[src/rtl/skst_pkg.sv]
`default_nettype none

package skst_pkg;

    localparam int KEY_W    = 64;
    localparam int OUT_W    = 9;
    localparam int TREE_FAN = 16;

    localparam logic [1:0] OP_INSERT = 2'd0;
    localparam logic [1:0] OP_REMOVE = 2'd1;
    localparam logic [1:0] OP_FIND   = 2'd2;
    localparam logic [1:0] OP_READ   = 2'd3;

    localparam logic [1:0] STATUS_DONE      = 2'd0;
    localparam logic [1:0] STATUS_NO_CHANGE = 2'd1;
    localparam logic [1:0] STATUS_ERROR     = 2'd2;

    typedef struct packed {
        logic cmp_en;
        logic ins_en;
        logic rem_en;
    } skst_cmd_t;

    function automatic int tree_size(input int n, input int lvl);
        int s;
        s = n;
        for (int i = 0; i < lvl; i++) begin
            s = (s + TREE_FAN - 1) / TREE_FAN;
        end
        return s;
    endfunction

    function automatic int tree_levels(input int n);
        int s;
        int l;
        s = n;
        l = 0;
        for (int i = 0; i < 16; i++) begin
            if (s > 1) begin
                s = (s + TREE_FAN - 1) / TREE_FAN;
                l = l + 1;
            end
        end
        return l;
    endfunction

    function automatic int tree_off(input int n, input int lvl);
        int o;
        o = 0;
        for (int i = 1; i < lvl; i++) begin
            o = o + tree_size(n, i);
        end
        return o;
    endfunction

endpackage

`default_nettype wire

[src/rtl/skst_cell.sv]
`default_nettype none

module skst_cell import skst_pkg::*; #(
    parameter int DEPTH = 256,
    parameter int IDX   = 0
) (
    input  wire logic                           aclk,
    input  wire skst_cmd_t                      cmd,
    input  wire logic [KEY_W-1:0]               probe_key,
    input  wire logic [$clog2(DEPTH)-1:0]       pos,
    input  wire logic [$clog2(DEPTH+1)-1:0]     occ,
    input  wire logic [KEY_W-1:0]               prev_key,
    input  wire logic [KEY_W-1:0]               next_key,
    output logic      [KEY_W-1:0]               key_out,
    output logic                                lt,
    output logic                                eq
);

    localparam int IW = $clog2(DEPTH);
    localparam int PW = $clog2(DEPTH + 1);

    logic [KEY_W-1:0] key_reg;
    logic             lt_reg;
    logic             eq_reg;
    logic             live;

    assign live    = PW'(IDX) < occ;
    assign key_out = key_reg;
    assign lt      = lt_reg;
    assign eq      = eq_reg;

    always_ff @(posedge aclk) begin
        if (cmd.cmp_en) begin
            lt_reg <= live && ($signed(key_reg) < $signed(probe_key));
            eq_reg <= live && (key_reg == probe_key);
        end
        if (cmd.ins_en) begin
            if (IW'(IDX) > pos) begin
                key_reg <= prev_key;
            end else if (IW'(IDX) == pos) begin
                key_reg <= probe_key;
            end
        end else if (cmd.rem_en) begin
            if (IW'(IDX) >= pos) begin
                key_reg <= next_key;
            end
        end
    end

endmodule

`default_nettype wire

[config.mk]
export PLATFORM = sky130hd
export DESIGN_NAME = skst_cell
export DESIGN_NICKNAME = d
export VERILOG_FILES = /design/src/rtl/skst_pkg.sv /design/src/rtl/skst_cell.sv
export SDC_FILE = /design/constraint.sdc
export NUM_CORES = 1
export LEC_CHECK = 0
export BUFFER_PORTS_ARGS = -buffer_cell sky130_fd_sc_hd__buf_2
export CAP_MARGIN = 15
export CORE_MARGIN = 2
export CORE_UTILIZATION = 39
export DETAILED_ROUTE_END_ITERATION = 10
export GPL_TIMING_DRIVEN = 0
export PLACE_DENSITY = 0.77
export SYNTH_ARGS = -nofsm -noshare
export SYNTH_HDL_FRONTEND = slang
export SYNTH_SLANG_ARGS = --single-unit
[constraint.sdc]
create_clock -name aclk -period 4 [get_ports aclk]
set_input_delay 0.4 -clock aclk [delete_from_list [all_inputs] [get_ports aclk]]
set_output_delay 0.4 -clock aclk [all_outputs]
set_load 0.01 [all_outputs]
==> metrics, run 1 <==
Worst setup SP type input pin; Tcrit/Tclk final 69.6%; Final Util 54.5%; max_cap viols 0; fmax 0.359 GHz; Hold Path Class input pin to register; CTS-repair resized insts 0; clk sinks 66; critical path required time 4.01 ns; post-layout instance area 5960 um2; Yosys cell types 30; Hold Startpoint cmd[2]; clock buffer depth 2; Least-Margin Pin Slew 0.910 ns; top cells by area, synth edfxtp_1 (45%), ha_1 (18%), mux2_2 (16%); crit-path max cell delay 0.76 ns; Avg Cell Area, Syn 11.8 um2; Ports 279; H-tree lvl count 3; Total Routed Length 10900 um; ANT cells 0; vias in the first global route 3617; reg2reg start key_out[39]; top cell type's share of synthesized area 45.0%; nets 877; critical path class input pin to register; cell taking the most area after synthesis edfxtp_1; CTS Buf Count 9; Main synth FF type edfxtp_1; filler instances 995; Area Growth Syn to Fin 35.2%; final hold vios 0; global-route wire length before repair 16200 um; Seq. cell area 1980 um2; crit-path max FO 33; max reg flops 64; share of cells above drive strength 1 48.9%; Critical Path Start cmd[1]; Top cell by count, worst path clkbuf_1; Final Slew Violations 0; CTS tree yes; Clock Skew 0.00626 ns; die height 110 um; Multi-input gate area 2170 um2; Slowest cell on crit path nor2_4; setup_tns 0 ns; PwrDens 298 nW/um2; gr ovfl total 0; CP Buf/Inv Count 3; Worst-Skew Late Latency 0.32 ns; Post-DP Area 5680 um2; leak pwr 2.92 nW; Root Driver clkbuf_16; Routed WL per cell 14.6 um; sequential share of the synthesized area 45.0%; most numerous cell in the Yosys netlist edfxtp_1; gr usage total 17.3%; Residual DRC 0; Post-synth ARST share 0%; Commonest cells post-synth edfxtp_1 (66), ha_1 (64), inv_1 (64), mux2_2 (64), a21oi_1 (21); VDD IR max 0.210 mV; Starting DRT DRC Count 123; post-synthesis cell count 375; port bufs 213; Max transition margin 39.2%; min cycle time layout 2.78 ns; largest net degree at the start of global routing 34; initial antenna violation count 0; Yosys reg bits 66; crit end category register; final setup violation count 0; postcts setup bufs 0; WP data arrival 2.79 ns; Avg Vias per Cell 4.89; Cell Chain, Critical Path clkbuf_1 -> clkbuf_1 -> o21ai_0 -> nor2_4 -> buf_12; via count of the routed design 3641; DRT Pass-1 Iters 4; Initial Util 40.3%; hold buffer count at CTS 0; Rows 38; Detail Placement HPWL 9110 um; GP Congestion 0.805; die area 12200 um2; yosys warns 0; CP top delay family buffers and inverters; final total power 1.77 mW; Post-Syn Area 4410 um2; RSZ-0062 raised after global routing no; Mapped Nets 652; antenna violation net count after detailed routing 0; Core Area 10900 um2; die width 110 um; status complete, no violations; Post-synth EDFFs 66; clock slew seen by the registers of the worst setup and hold paths 0.05 ns
report_power, final:
group	internal (mW)	switching [mW]	leakage (nW)
clock network	0.481	0.278	0.138
registers	0.770	0.00129	0.595
logic	0.137	0.106	2.19
routing by layer:
metal  share of wire [%]  vias to the layer above  GRT usage (%)
li1                    -                     1820              -
met1                  41                     1675           20.2
met2                  52                      132           31.9
met3                 5.8                       14           2.23
met4                 1.8                        0           6.88
met5                   0                        -              0
per-stage QoR:
stage | worst slack, ns | hold WS (ns) | cells
after global routing | 0.927 | 0.320 | 745
after detailed placement | 0.769 | 0.652 | 729
after CTS | 1.11 | 0.314 | 745
final | 1.22 | 0.321 | 745
after floorplan | 0.670 | 0.512 | 375
after global placement | -0.611 | 0.641 | 728
cell families (layout without fill, tap and decap cells):
family                     Yosys count  in the layout  share of synthesized area, %
DFF                                 66             66                          45.0
AOI/OAI and AO/OA                   51             51                          7.18
adders and majority gates           64             64                          18.2
muxes                               65             65                          16.6
and+or+nand+nor                     58             58                          7.04
buffers and inverters               71            301                          6.05
final timing paths:
| check | endpoint | slack [ns] | cells after the start |
|---|---|---|---|
| max | key_out[23] | 1.22 | 5 |
| min | eq | 0.32 | 1 |
| max reg2reg | lt | 1.47 | 8 |
| min reg2reg | lt | 0.83 | 3 |
worst register-to-register path: cells and delay by family (launching register included):
| family | cells | cell delay (ns) |
|---|---|---|
| flip-flops | 1 | 0.40 |
| adder cells (fa/ha/maj) | 1 | 0.34 |
| multiplexers | 1 | 0.10 |
| AO/OA/AOI/OAI | 2 | 0.34 |
| AND/OR/NAND/NOR | 4 | 1.08 |
final cells by class:
cell class	count	area share, %
clock inverters	3	0.672
clock buffers	13	4.03
multi-input cells	238	36.4
plain buffers	7	0.441
flip-flops and latches	66	33.3
well taps	140	2.94
repair buffers	214	18.2
inverters	64	4.03
cells in the final DEF (no fill, tap or decap):
master,instances
a221oi_1,3
a21oi_1,21
nor3_1,3
ha_1,64
a21o_1,11
clkbuf_1,11
nand2_1,18
o211ai_1,1
a221o_2,1
o22a_1,1
clkbuf_16,9
nor2_1,7
a31o_1,1
nor4_2,2
mux2i_1,1
bufinv_16,1
and4_1,2
nor2_4,1
buf_2,213
clkinv_2,2
a31oi_1,1
or2_2,1
edfxtp_1,66
nand3_1,7
nand2b_1,2
inv_1,64
nor4_1,2
mux2_2,64
nand4_1,9
o21ai_0,9
nand4_2,1
buf_12,1
o21a_1,2
or3_1,1
nor2b_1,1
or4_1,1
Power figures use the tool's default switching activity.
==> run 2: changes to the inputs <==
==> constraint.sdc (replaced) <==
create_clock -name aclk -period 2.33 [get_ports aclk]
set_input_delay 0.233 -clock aclk [delete_from_list [all_inputs] [get_ports aclk]]
set_output_delay 0.233 -clock aclk [all_outputs]
set_load 0.01 [all_outputs]
==> run 2 against run 1 <==
- the flow now finishes with violations (setup timing)
- combinational power is 80% higher
- die area unchanged
- clock-buffer cell count fell by 2
- global-route usage up 1.3 points
- final cell count grew 0.67%
- core utilization is 1.3 points higher
- sequential share of layout area fell by 0.79 points
- critical path type is now register to register
- critical endpoint is now lt
==> metrics, run 2 (same netlist as run 1, synthesis figures left out) <==
status complete, but fails checks; violated checks setup timing; Ports 279; Total Routed Length 11500 um; Residual DRC 0; fmax 0.410 GHz; most common cell after layout, fill and taps aside buf_2; Starting DRT DRC Count 117; crit end category register; final total power 2.94 mW; share of cells above drive strength 1 51.3%; die height 110 um; antenna violation net count after detailed routing 0; die width 110 um; Rows 38; Hold Path Class input pin to register; Initial Util 40.3%; clock slew seen by the registers of the worst setup and hold paths 0.05 ns; setup ws final -0.106 ns; crit-path max FO 3; min cycle time layout 2.44 ns; port bufs 213; Clk pwr share 40.1%; RSZ-0062 raised after global routing yes; H-tree lvl count 3; Final Util 55.8%; CP top delay family simple AND/OR/NAND/NOR gates; largest net degree at the start of global routing 34; Root Driver clkbuf_16; Detail Placement HPWL 9330 um; Internal 2.27 mW; hold path cells 1; Core Area 10900 um2; hold buffer count at CTS 0; ANT cells 0; WP data arrival 2.50 ns; Final Slew Violations 0; VDD IR max 0.279 mV; Slowest cell on crit path edfxtp_1; max_cap viols 0; most frequent cells in the layout buf_2 (213), edfxtp_1 (66), inv_1 (64), mux2_2 (64), ha_1 (57); Worst-Skew Late Latency 0.33 ns; GP Congestion 0.817; clock buffer depth 2; CTS tree yes; Worst setup SP type register; filler instances 951; Tcrit/Tclk final 105%; Area Growth Syn to Fin 38.4%; CTS Buf Count 9; leak pwr 2.95 nW; WP depth 8; gr ovfl total 0; Cell Chain, Critical Path ha_4 -> nand4_1 -> nor4_4 -> nand3_2 -> or3_4 -> a31o_1 -> o211ai_1 -> mux2i_1; die area 12200 um2; clk sinks 66; PwrDens 482 nW/um2; Gate power share 14.9%; via count of the routed design 3736; crit-path max cell delay 0.45 ns; CP Buf/Inv Count 0; met1 usage 20.4%; M3 GR Usage 3.82%; Avg Vias per Cell 4.98; nets 882; Least-Margin Pin Slew 0.992 ns; Net Sw Frac 22.8%; gr usage total 18.6%; R2R cell count 8; global-route wire length before repair 17400 um; Clock Skew 0.00707 ns; critical path required time 2.39 ns; DRT Pass-1 Iters 4; layer with the highest usage met2; met2 usage 35.1%; Hold Worst Slack 0.141 ns; max reg flops 64; initial antenna violation count 0; Max transition margin 33.7%; vias in the first global route 3907; final hold vios 0; Net Sw Power 669 uW; final setup violation count 1; Seq pwr share 45.0%; critical path class register to register; Routed WL per cell 15.3 um
## run 2: area by class of cell
type                            instances  area (um2)  share of cell area, %
Clock buffer                           11         233                   3.81
Tap cell                              140         175                   2.87
Sequential cell                        66        1980                   32.5
Inverter                               64         240                   3.94
Buffer                                  7        28.8                  0.472
Clock inverter                          5        21.3                  0.349
Multi-Input combinational cell        238        2300                   37.7
Timing Repair Buffer                  219        1120                   18.4
## run 2: final timing paths
path | slack (ns) | from | endpoint
setup / recovery | -0.11 | key_out[54] | lt
hold / removal | 0.14 | cmd[2] | lt
setup reg to reg | -0.11 | key_out[54] | lt
hold reg to reg | 0.90 | key_out[63] | lt
## run 2: per-stage QoR
step / instance area (um2) / setup TNS (ns) / setup WS, ns / std cells
final: 6100 / -0.106 / -0.106 / 750
after global routing: 6100 / -0.241 / -0.241 / 750
after CTS: 6000 / -0.131 / -0.131 / 748
after detailed placement: 5680 / -7.00 / -0.295 / 729
after global placement: 5660 / -37.96 / -0.594 / 728
after floorplan: 4420 / 0 / 0.0797 / 375
## run 2: power groups by stage
stage	combinational, mW	sequential (mW)	clock (mW)
2_1_floorplan	0.227	1.35	0
3_3_place_gp	0.402	1.35	0
3_5_place_dp	0.424	1.35	0
4_1_cts	0.432	1.32	1.20
5_1_grt	0.495	1.32	1.26
6_report	0.438	1.32	1.18
## run 2: routing by layer
layer | up-vias | routed length (um)
met1 | 1750 | 4540
met4 | 0 | 202
li1 | 1830 | -
met3 | 19 | 698
met2 | 137 | 6020
met5 | - | 0
## run 2: repair_timing
| action | in CTS | in global routing |
|---|---|---|
| resized for setup | 5 | 9 |
| setup buffers | 3 | 2 |
| endpoints found under the hold margin | 0 | 0 |
| setup endpoints to repair | 2 | 2 |
| pin swaps | 8 | 7 |
==> run 3: changes to the inputs <==
--- a/config.mk
+++ b/config.mk
@@ -11,6 +11,7 @@
 export CORE_UTILIZATION = 39
 export DETAILED_ROUTE_END_ITERATION = 10
 export GPL_TIMING_DRIVEN = 0
+export MAX_ROUTING_LAYER = met4
 export PLACE_DENSITY = 0.77
 export SYNTH_ARGS = -nofsm -noshare
 export SYNTH_HDL_FRONTEND = slang
==> run 3 against run 2 <==
- largest power group unchanged
- non-clock buffer count is the same
- routed wire length is 0.18% lower
- the flow still finishes with violations (setup timing)
- final cell count unchanged
==> metrics, run 3 (same netlist as run 1, synthesis figures left out) <==
Tcrit/Tclk final 104%; share of cells above drive strength 1 51.3%; post-layout instance area 6100 um2; Core Area 10900 um2; pre-CTS setup slack -0.295 ns; Least-Margin Pin Slew 0.992 ns; Clock Skew 0.00665 ns; Starting DRT DRC Count 117; global-route wire length before repair 17400 um; ANT cells 0; Initial Util 40.3%; reg2reg setup slack -0.10 ns; R2R cell count 8; reg2reg start key_out[54]; die width 110 um; RSZ-0062 raised after global routing yes; Non-Filler Instances 750; crit end category register; antenna violation net count after detailed routing 0; Hold Startpoint cmd[2]; Final Slew Violations 0; final total power 2.94 mW; critical path class register to register; Net Sw Power 670 uW; reg-to-reg endpoint lt; Post-DP Area 5680 um2; Critical Path Start key_out[54]; most frequent cells in the layout buf_2 (213), edfxtp_1 (66), inv_1 (64), mux2_2 (64), ha_1 (57); Gate power share 14.9%; violated checks setup timing; CTS tree yes; Hold Path Class input pin to register; H-tree lvl count 3; port bufs 213; Worst Hold End lt; Total Routed Length 11400 um; clk sinks 66; Hold Worst Slack 0.139 ns; WP data arrival 2.49 ns; final setup violation count 1; Detail Placement HPWL 9330 um; Seq pwr share 45.0%; largest net degree at the start of global routing 34; Avg Vias per Cell 4.98; max reg flops 64; die area 12200 um2; setup_tns -0.103 ns; Final Util 55.8%; Clk pwr share 40.1%; Worst setup SP type register; nets 882; Max transition margin 33.7%; gr usage total 19.2%; gr ovfl total 0; Net Sw Frac 22.8%; Area Growth Syn to Fin 38.4%; critical path required time 2.39 ns; most common cell after layout, fill and taps aside buf_2; Worst-Skew Late Latency 0.33 ns; max_cap viols 0; Residual DRC 0; die height 110 um; Internal 2.27 mW; PwrDens 482 nW/um2; filler instances 951; clock slew seen by the registers of the worst setup and hold paths 0.05 ns; CTS Buf Count 9; final hold vios 0; crit-path max FO 3; min cycle time layout 2.43 ns; GP Congestion 0.829; vias in the first global route 3910; hold path cells 1; VDD IR max 0.279 mV; placed cell count 729; hold buffer count at CTS 0; via count of the routed design 3738; DRT Pass-1 Iters 4; Rows 38; Ports 279; status complete, but fails checks; Root Driver clkbuf_16; initial antenna violation count 0; clock buffer depth 2; Routed WL per cell 15.2 um; leak pwr 2.95 nW; fmax 0.411 GHz; setup ws final -0.103 ns
run 3: power groups by stage:
stage          clock network [mW]  registers (mW)  logic [mW]
6_report                     1.18            1.32       0.438
5_1_grt                      1.26            1.32       0.495
4_1_cts                      1.20            1.32       0.432
3_5_place_dp                    0            1.35       0.424
3_3_place_gp                    0            1.35       0.402
2_1_floorplan                   0            1.35       0.227
run 3: routing by layer:
layer | track usage (%) | up-vias | share of wire [%]
li1 | - | 1832 | -
met1 | 20.8 | 1746 | 40
met2 | 35.1 | 141 | 53
met3 | 3.23 | 19 | 5.5
met4 | 7.14 | 0 | 1.6
met5 | - | - | 0
run 3: worst max path at each step:
stage | endpoint | slack, ns
after global routing | lt | -0.24
after detailed placement | lt | -0.30
after floorplan | lt | 0.08
after CTS | lt | -0.13
after global placement | key_out[26] | -0.59
final | lt | -0.10
run 3: cell type report:
type	instances	area [um2]	area share, %
flip-flops and latches	66	1980	32.5
clock buffers	11	233	3.81
inverters	64	240	3.94
clock inverters	5	21.3	0.349
well taps	140	175	2.87
multi-input cells	238	2300	37.7
repair buffers	219	1120	18.4
plain buffers	7	28.8	0.472
run 3: what timing repair did:
action,in CTS,in global routing
setup buffers,3,2
resized for setup,5,9
setup endpoints to repair,2,2
gates cloned,0,0
pin swaps,8,7
run 3: worst max-delay path, cell delays in order (launching register included):
cell and delay, ns:
edfxtp_1 0.45, ha_4 0.31, nand4_1 0.19, nor4_4 0.26
nand3_2 0.13, or3_4 0.36, a31o_1 0.20, o211ai_1 0.15
mux2i_1 0.12
